## config.mk

```make
export PLATFORM = sky130hd
export DESIGN_NAME = edit_distance_engine
export DESIGN_NICKNAME = d
export VERILOG_FILES = /design/src/design/edp_pkg.sv /design/src/design/edp_text_store.sv /design/src/design/edp_cost_row.sv /design/src/design/edit_distance_engine.sv
export SDC_FILE = /design/constraint.sdc
export NUM_CORES = 2
export LEC_CHECK = 0
export ABC_AREA = 0
export BUFFER_PORTS_ARGS = -buffer_cell sky130_fd_sc_hd__buf_2
export CORE_MARGIN = 4
export CORE_UTILIZATION = 55
export CTS_BUF_LIST = sky130_fd_sc_hd__clkbuf_4 sky130_fd_sc_hd__clkbuf_8
export DETAILED_ROUTE_END_ITERATION = 7
export GPL_TIMING_DRIVEN = 0
export PLACE_DENSITY = 0.71
export SYNTH_ARGS = -nofsm -noshare
export SYNTH_HDL_FRONTEND = slang
export SYNTH_SLANG_ARGS = --single-unit
```

## constraint.sdc

```tcl
create_clock -name clock -period 12.5 [get_ports clock]
set_input_delay 1.25 -clock clock [delete_from_list [all_inputs] [get_ports clock]]
set_output_delay 1.25 -clock clock [all_outputs]
set_load 0.03 [all_outputs]
```

## src/design/edp_pkg.sv

```systemverilog
// shared constants and types for the edit distance engine
package edp_pkg;

   localparam int MAX_LEN_DEF = 64;
   localparam int MODE_W      = 2;
   localparam int SYM_W       = 8;
   localparam int DIST_W      = 7;

   localparam logic [MODE_W-1:0] MODE_FIRST   = 2'd0;
   localparam logic [MODE_W-1:0] MODE_SECOND  = 2'd1;
   localparam logic [MODE_W-1:0] MODE_COMPUTE = 2'd2;

   // sequencer commands to the cost row unit
   typedef struct packed {
      logic init_wr;
      logic issue;
      logic row_start;
   } cost_ctl_type;

endpackage

```

## src/design/edp_text_store.sv

```systemverilog
// two byte stores with fill counts and the sticky drop flag
module edp_text_store #(
   parameter int MAX_LEN = edp_pkg::MAX_LEN_DEF,
   localparam int AW = (MAX_LEN > 1) ? $clog2(MAX_LEN) : 1,
   localparam int CW = $clog2(MAX_LEN + 1)
) (
   input  logic                    clock,
   input  logic                    reset,
   input  logic                    app_en,
   input  logic                    app_second,
   input  logic [edp_pkg::SYM_W-1:0] app_sym,
   input  logic                    clear,
   input  logic                    rd_first_en,
   input  logic [AW-1:0]           rd_first_addr,
   input  logic                    rd_second_en,
   input  logic [AW-1:0]           rd_second_addr,
   output logic [edp_pkg::SYM_W-1:0] first_q,
   output logic [edp_pkg::SYM_W-1:0] second_q,
   output logic [CW-1:0]           first_count,
   output logic [CW-1:0]           second_count,
   output logic                    dropped
);

   logic [edp_pkg::SYM_W-1:0] first_mem_ff  [MAX_LEN];
   logic [edp_pkg::SYM_W-1:0] second_mem_ff [MAX_LEN];
   logic [edp_pkg::SYM_W-1:0] first_q_ff, second_q_ff;
   logic [CW-1:0]             first_count_ff, first_count_in;
   logic [CW-1:0]             second_count_ff, second_count_in;
   logic                      dropped_ff, dropped_in;
   logic                      first_room, second_room;
   logic                      first_we, second_we;

   assign first_room  = first_count_ff < CW'(MAX_LEN);
   assign second_room = second_count_ff < CW'(MAX_LEN);
   assign first_we    = app_en && !app_second && first_room;
   assign second_we   = app_en && app_second && second_room;

   always_ff @(posedge clock) begin
      if (first_we) begin
         first_mem_ff[first_count_ff[AW-1:0]] <= app_sym;
      end
      if (rd_first_en) begin
         first_q_ff <= first_mem_ff[rd_first_addr];
      end
   end

   always_ff @(posedge clock) begin
      if (second_we) begin
         second_mem_ff[second_count_ff[AW-1:0]] <= app_sym;
      end
      if (rd_second_en) begin
         second_q_ff <= second_mem_ff[rd_second_addr];
      end
   end

   always_comb begin
      first_count_in  = first_count_ff;
      second_count_in = second_count_ff;
      dropped_in      = dropped_ff;
      if (clear) begin
         first_count_in  = '0;
         second_count_in = '0;
         dropped_in      = 1'b0;
      end else if (app_en) begin
         if (first_we) begin
            first_count_in = first_count_ff + CW'(1);
         end else if (second_we) begin
            second_count_in = second_count_ff + CW'(1);
         end else begin
            // string already full, byte is lost
            dropped_in = 1'b1;
         end
      end
   end

   always_ff @(posedge clock) begin
      if (reset) begin
         first_count_ff  <= '0;
         second_count_ff <= '0;
         dropped_ff      <= 1'b0;
      end else begin
         first_count_ff  <= first_count_in;
         second_count_ff <= second_count_in;
         dropped_ff      <= dropped_in;
      end
   end

   assign first_q      = first_q_ff;
   assign second_q     = second_q_ff;
   assign first_count  = first_count_ff;
   assign second_count = second_count_ff;
   assign dropped      = dropped_ff;

endmodule

```

## src/design/edp_cost_row.sv

```systemverilog
// cost row memory with the read-modify-write cell update
module edp_cost_row #(
   parameter int MAX_LEN = edp_pkg::MAX_LEN_DEF,
   localparam int AW = (MAX_LEN > 1) ? $clog2(MAX_LEN) : 1,
   localparam int CW = $clog2(MAX_LEN + 1)
) (
   input  logic                      clock,
   input  logic                      reset,
   input  edp_pkg::cost_ctl_type     ctl,
   input  logic [AW-1:0]             init_addr,
   input  logic [CW-1:0]             init_data,
   input  logic [AW-1:0]             rd_addr,
   input  logic [CW-1:0]             row_diag,
   input  logic [CW-1:0]             row_left,
   input  logic [edp_pkg::SYM_W-1:0] sym_a,
   input  logic [edp_pkg::SYM_W-1:0] sym_b,
   output logic [CW-1:0]             cell_value
);

   // entry k holds column k+1; column zero lives in row_left/row_diag
   logic [CW-1:0] cost_mem_ff [MAX_LEN];
   logic [CW-1:0] up_ff;
   logic          cmp_valid_ff;
   logic [AW-1:0] cmp_addr_ff;
   logic [CW-1:0] diag_ff, diag_in;
   logic [CW-1:0] left_ff, left_in;
   logic [CW-1:0] last_ff;
   logic [CW-1:0] min_ul, min_all, val;

   always_comb begin
      min_ul  = (up_ff < left_ff) ? up_ff : left_ff;
      min_all = (min_ul < diag_ff) ? min_ul : diag_ff;
      val     = (sym_a == sym_b) ? diag_ff : min_all + CW'(1);
   end

   always_ff @(posedge clock) begin
      priority if (ctl.init_wr) begin
         cost_mem_ff[init_addr] <= init_data;
      end else if (cmp_valid_ff) begin
         cost_mem_ff[cmp_addr_ff] <= val;
      end
      if (ctl.issue) begin
         up_ff <= cost_mem_ff[rd_addr];
      end
   end

   always_comb begin
      diag_in = diag_ff;
      left_in = left_ff;
      priority if (ctl.row_start) begin
         diag_in = row_diag;
         left_in = row_left;
      end else if (cmp_valid_ff) begin
         diag_in = up_ff;
         left_in = val;
      end
   end

   always_ff @(posedge clock) begin
      diag_ff <= diag_in;
      left_ff <= left_in;
      if (ctl.issue) begin
         cmp_addr_ff <= rd_addr;
      end
      if (cmp_valid_ff) begin
         last_ff <= val;
      end
   end

   always_ff @(posedge clock) begin
      if (reset) begin
         cmp_valid_ff <= 1'b0;
      end else begin
         cmp_valid_ff <= ctl.issue;
      end
   end

   assign cell_value = last_ff;

endmodule

```

## src/design/edit_distance_engine.sv

```systemverilog
// edit distance engine: sweep sequencer, text stores and cost row
// Usage: req_ channel carries items (req_mode, req_symbol); mode first/second
// appends req_symbol to that string, compute returns one result on the rsp_
// channel (rsp_distance, rsp_overflow) and clears both strings and the flag.
// Append transfers are accepted back to back while req_ready is high.
// A compute with an empty string skips the table sweep; otherwise it
// sweeps all n1*n2 cells (n1, n2 the string lengths), paced by
// the cost row memory, which takes one read and one write per cell.
// req_ready is low from a compute until its result enters the output register.
// The result sits in an output register; while the receiver stalls, appends
// are still taken, and a following compute holds its result until the
// register frees up.
// Bytes beyond MAX_LEN per string are dropped and reported in rsp_overflow.
// Reset clears the counts, the flag and the control state; the stores need
// no clearing pass, since only written entries are ever read.
module edit_distance_engine #(
   parameter int MAX_LEN = edp_pkg::MAX_LEN_DEF
) (
   input  logic                       clock,
   input  logic                       reset,
   input  logic                       req_valid,
   output logic                       req_ready,
   input  logic [edp_pkg::MODE_W-1:0] req_mode,
   input  logic [edp_pkg::SYM_W-1:0]  req_symbol,
   output logic                       rsp_valid,
   input  logic                       rsp_ready,
   output logic [edp_pkg::DIST_W-1:0] rsp_distance,
   output logic                       rsp_overflow
);

   localparam int AW = (MAX_LEN > 1) ? $clog2(MAX_LEN) : 1;
   localparam int CW = $clog2(MAX_LEN + 1);

   localparam logic [2:0] ST_IDLE     = 3'd0;
   localparam logic [2:0] ST_INIT     = 3'd1;
   localparam logic [2:0] ST_ROWSTART = 3'd2;
   localparam logic [2:0] ST_ROW      = 3'd3;
   localparam logic [2:0] ST_DRAIN    = 3'd4;
   localparam logic [2:0] ST_COLLECT  = 3'd5;
   localparam logic [2:0] ST_FINISH   = 3'd6;

   logic [2:0]    state_ff, state_in;
   logic [CW-1:0] n1_ff, n1_in;
   logic [CW-1:0] n2_ff, n2_in;
   logic [CW-1:0] row_ff, row_in;
   logic [CW-1:0] col_ff, col_in;
   logic [CW-1:0] res_ff, res_in;
   logic          ovf_ff, ovf_in;
   logic          rsp_valid_ff, rsp_valid_in;
   logic [edp_pkg::DIST_W-1:0] rsp_distance_ff;
   logic          rsp_overflow_ff;

   logic          accept, app_en, clear, load_rsp;
   logic          rd_first_en, rd_second_en;
   logic [CW-1:0] row_m1, col_m1;
   logic [CW-1:0] first_count, second_count, cell_value;
   logic          dropped;
   logic [edp_pkg::SYM_W-1:0] first_q, second_q;
   edp_pkg::cost_ctl_type     ctl;

   assign row_m1    = row_ff - CW'(1);
   assign col_m1    = col_ff - CW'(1);
   assign req_ready = (state_ff == ST_IDLE);
   assign accept    = req_valid && req_ready;
   assign app_en    = accept && ((req_mode == edp_pkg::MODE_FIRST) ||
                                 (req_mode == edp_pkg::MODE_SECOND));
   assign clear     = accept && (req_mode == edp_pkg::MODE_COMPUTE);
   assign load_rsp  = (state_ff == ST_FINISH) && (!rsp_valid_ff || rsp_ready);

   always_comb begin
      state_in      = state_ff;
      n1_in         = n1_ff;
      n2_in         = n2_ff;
      row_in        = row_ff;
      col_in        = col_ff;
      res_in        = res_ff;
      ovf_in        = ovf_ff;
      rd_first_en   = 1'b0;
      rd_second_en  = 1'b0;
      ctl           = '0;
      unique case (state_ff)
         ST_IDLE: begin
            if (clear) begin
               n1_in  = first_count;
               n2_in  = second_count;
               ovf_in = dropped;
               if ((first_count == '0) || (second_count == '0)) begin
                  // one string empty: distance is the other length
                  res_in   = (first_count == '0) ? second_count : first_count;
                  state_in = ST_FINISH;
               end else begin
                  col_in   = CW'(1);
                  state_in = ST_INIT;
               end
            end
         end
         ST_INIT: begin
            ctl.init_wr = 1'b1;
            if (col_ff == n2_ff) begin
               row_in   = CW'(1);
               state_in = ST_ROWSTART;
            end else begin
               col_in = col_ff + CW'(1);
            end
         end
         ST_ROWSTART: begin
            rd_first_en   = 1'b1;
            ctl.row_start = 1'b1;
            col_in        = CW'(1);
            state_in      = ST_ROW;
         end
         ST_ROW: begin
            ctl.issue    = 1'b1;
            rd_second_en = 1'b1;
            if (col_ff == n2_ff) begin
               if (row_ff == n1_ff) begin
                  state_in = ST_DRAIN;
               end else begin
                  row_in   = row_ff + CW'(1);
                  state_in = ST_ROWSTART;
               end
            end else begin
               col_in = col_ff + CW'(1);
            end
         end
         ST_DRAIN: begin
            state_in = ST_COLLECT;
         end
         ST_COLLECT: begin
            res_in   = cell_value;
            state_in = ST_FINISH;
         end
         ST_FINISH: begin
            if (load_rsp) begin
               state_in = ST_IDLE;
            end
         end
         default: begin
            state_in = ST_IDLE;
         end
      endcase
   end

   always_comb begin
      rsp_valid_in = rsp_valid_ff;
      priority if (load_rsp) begin
         rsp_valid_in = 1'b1;
      end else if (rsp_ready) begin
         rsp_valid_in = 1'b0;
      end
   end

   always_ff @(posedge clock) begin
      if (reset) begin
         state_ff     <= ST_IDLE;
         rsp_valid_ff <= 1'b0;
      end else begin
         state_ff     <= state_in;
         rsp_valid_ff <= rsp_valid_in;
      end
   end

   always_ff @(posedge clock) begin
      n1_ff  <= n1_in;
      n2_ff  <= n2_in;
      row_ff <= row_in;
      col_ff <= col_in;
      res_ff <= res_in;
      ovf_ff <= ovf_in;
      if (load_rsp) begin
         rsp_distance_ff <= edp_pkg::DIST_W'(res_ff);
         rsp_overflow_ff <= ovf_ff;
      end
   end

   edp_text_store #(
      .MAX_LEN (MAX_LEN)
   ) u_text (
      .clock          (clock),
      .reset          (reset),
      .app_en         (app_en),
      .app_second     (req_mode == edp_pkg::MODE_SECOND),
      .app_sym        (req_symbol),
      .clear          (clear),
      .rd_first_en    (rd_first_en),
      .rd_first_addr  (row_m1[AW-1:0]),
      .rd_second_en   (rd_second_en),
      .rd_second_addr (col_m1[AW-1:0]),
      .first_q        (first_q),
      .second_q       (second_q),
      .first_count    (first_count),
      .second_count   (second_count),
      .dropped        (dropped)
   );

   edp_cost_row #(
      .MAX_LEN (MAX_LEN)
   ) u_cost (
      .clock      (clock),
      .reset      (reset),
      .ctl        (ctl),
      .init_addr  (col_m1[AW-1:0]),
      .init_data  (col_ff),
      .rd_addr    (col_m1[AW-1:0]),
      .row_diag   (row_m1),
      .row_left   (row_ff),
      .sym_a      (first_q),
      .sym_b      (second_q),
      .cell_value (cell_value)
   );

   assign rsp_valid    = rsp_valid_ff;
   assign rsp_distance = rsp_distance_ff;
   assign rsp_overflow = rsp_overflow_ff;

endmodule
```

==> impl_metrics.toml <==
[cts]
hold_buffers = 0
cts-resized-gates = 0
clk_latency_ns = 0.91
cts_tree = "built"
htree_levels = 4
cts_buffers = 238
clockRootBuffer = "clkbuf_8"
cts.sink_count = 1586
postCtsSetupBuffers = 0
clkTransAtPathRegs_ns = 0.07
clockBufferDepth = 3

[outcome]
outcome = "complete, no violations"

[logic_synthesis]
yosysTopAreaCellShare_pct = 75.2
ys.flop_type = "edfxtp_1"
synth-seq-cells = 1586
yosysSeqAreaShare_pct = 75.8
syn_nets = 2913
synth_edf_count = 1566
synth-simple-area-share_pct = 3.10
synth_xor_area_share_pct = 0.686
synth_area_um2 = 62600
synth_area_leader_cell = "edfxtp_1"
synthMuxAreaShare_pct = 17.8
synth_cell_type_count = 66
synth_top_family_by_area = "multiplexers"
synth_compound_area_share_pct = 0.928
synthArstFlopShare_pct = 0
avgSynthCellArea_um2 = 21.7
ys_warn_count = 0
syn_inst = 2878
synthTopCellsByArea = "edfxtp_1 75%, mux4_2 17%, nor2_1 1.5%, dfxtp_1 0.64%, nand2_1 0.51%"
synth-adder-area-share_pct = 0.420

[global_routing]
grt_start_max_net_pins = 95
overflow = 0
grtUsageTotal_pct = 24.7
grt_first_pass_wirelength_mm = 214
grt_pass1_vias = 31400
antenna_found_initial = 5

[critical_path]
cp-start-kind = "register"
endpoint_kind = "register"
worstPathRequired_ns = 13.01
critPathArrivalTime_ns = 7.44
regToRegSetupSlack_ns = 5.57
worstSetupPathType = "register to register"
worstPathMaxFanout = 64

[layout]
nets = 3188
finish.utilization_pct = 61.7
design_area_um2 = 69500
drive_gt1_share_pct = 28.9
synthToLayoutAreaGrowth_pct = 11.1
fin_cells = 4852

[timing]
fmax_mhz = 144
maxSlewViolCount = 0
finalSetupViolCount = 0
fin_skew_ns = 0.0530
setup_tns_ns = 0
fin_ws_ns = 5.57
fin_crit_ns = 6.93
relSlewSlack_pct = 2.33
min_period_over_period_pct = 55.4
tightest_slew_ns = 1.46
hold_violations = 0
rsz0062_at_grt = "no"

[run]
cap_violations = 0

[route]
post_drt_wl_per_cell_um = 30.4
routed_via_density = 6.33
drc = 0
dr.pass1.iters = 6
vias = 30700
dr.first_iter.drc_count = 3956
ant_nets = 0
totalWireLength_mm = 147

[floorplanning]
dieArea_um2 = 119000
ios = 24
core_um2 = 113000
rows = 123
initial_core_util_pct = 55.5
dieHeight_um = 345
die_x_um = 345

[pwr]
ir_drop_mv = 0.134
p_leak_nw = 21.6
p_per_area_nw_per_um2 = 205

[place]
port_buffers = 23
placed_area_um2 = 64900
dp_slack_ns = 5.71
place_inst = 4412
place.gp.congestion = 0.877
hpwl_mm = 98.4

[worst_hold_path]
hp-class = "register to register"
-- cells by family (layout without fill, tap and decap cells) --
kind of cell,after synthesis,count (layout)
xor+xnor,49,49
buf+inv,178,644
other cells,0,8
compound gates,93,93
fa+ha+maj,21,21
simple gates,445,445
mux,506,506
flops,1586,1586
-- registers in the layout (all words and copies together), names as in the netlist, 7 cells and up --
| signal | cells |
|---|---|
| u_cost.cost_mem_ff | 448 |
| row_ff | 7 |
| u_text.second_mem_ff | 512 |
| u_text.first_q | 8 |
| u_text.first_mem_ff | 512 |
| u_text.first_count | 7 |
| u_cost.diag_ff | 7 |
| u_cost.up_ff | 7 |
| col_ff | 7 |
| u_cost.left_ff | 7 |
| u_text.second_count | 7 |
| res_ff | 7 |
| n2_ff | 7 |
| u_cost.cell_value | 7 |
| n1_ff | 7 |
| rsp_distance | 7 |
| u_text.second_q | 8 |
-- cell usage after synthesis (12+ instances only) --
| master | count |
|---|---|
| a21oi_1 | 27 |
| buf_1 | 17 |
| buf_2 | 47 |
| clkbuf_1 | 69 |
| dfxtp_1 | 20 |
| edfxtp_1 | 1566 |
| ha_1 | 21 |
| inv_1 | 37 |
| mux2_2 | 12 |
| mux4_2 | 483 |
| nand2_1 | 85 |
| nand3_1 | 29 |
| nor2_1 | 247 |
| nor3_1 | 17 |
| o21ai_0 | 34 |
| xnor2_1 | 32 |
| xor2_1 | 17 |
-- worst paths after layout --
path / from / end / cells past startpoint
setup / recovery: u_cost.up_ff[2] / u_cost.cost_mem_ff[43][6] / 22
hold reg to reg: res_ff[6] / rsp_distance[6] / 0
hold / removal: res_ff[6] / rsp_distance[6] / 0
setup reg to reg: u_cost.up_ff[2] / u_cost.cost_mem_ff[43][6] / 22
-- cell type report --
type,count,area [um^2]
clock buffers,311,3870
flip-flops and latches,1586,47400
inverters,38,143
well taps,1500,1880
plain buffers,140,636
repair buffers,35,428
diodes,8,20.0
clock inverters,120,731
multi-input cells,1114,14400
fillers,7611,43100
-- placed cells by master, fill, tap and decap left out, drive strengths merged, types with 3 or more instances in the layout --
cell      instances
edfxtp         1566
mux4            483
clkbuf          381
nor2            248
buf             105
clkinv           98
nand2            85
inv              47
o21ai            38
xnor2            32
nand3            29
a21oi            28
ha               21
dfxtp            20
nor3             18
xor2             17
mux2             14
nand4            11
or3              11
mux2i             9
diode             8
clkinvlp          8
nor2b             8
nand2b            7
and3              6
o31ai             5
nand3b            5
bufinv            5
nor3b             4
o21a              3
or2               3
-- worst max-delay path, stage by stage, from the launching register on --
cell      delay [ns]
edfxtp_1        0.51
ha_1            0.35
a21oi_1         0.16
o21ai_2         0.11
a21oi_2         0.42
clkbuf_1        0.39
o21ai_0         0.26
ha_1            0.35
a21oi_1         0.14
o21a_1          0.18
nand3_1         0.11
o31ai_1         0.34
buf_4           0.24
nand2_1         0.05
o21ai_0         0.09
ha_1            0.17
clkbuf_1        0.29
nand3_1         0.17
or3_1           0.36
or3_1           0.31
a21oi_1         0.15
a211o_1         0.26
mux2_2          1.05
-- through the flow --
step	hold WS, ns	power [mW]
final	0.432	14.2
after global routing	0.442	14.7
after CTS	0.438	14.3
after detailed placement	0.417	10.2
after global placement	0.416	10.1
after floorplan	0.400	8.67
-- layer usage --
metal / vias to the layer above / track usage (%) / part of all wire [%]
li1: 12600 / - / -
met1: 16100 / 33.2 / 37
met2: 1696 / 39.8 / 49
met3: 335 / 4.95 / 8.5
met4: 6 / 11.5 / 4.9
met5: - / 0 / 0.026
-- where the power goes --
group | switching [mW] | internal [mW]
Combinational | 2.37 | 1.45
Sequential | 0.0655 | 6.25
Clock | 1.96 | 2.12
Total | 4.40 | 9.82
(Power assumes the default switching activity.)
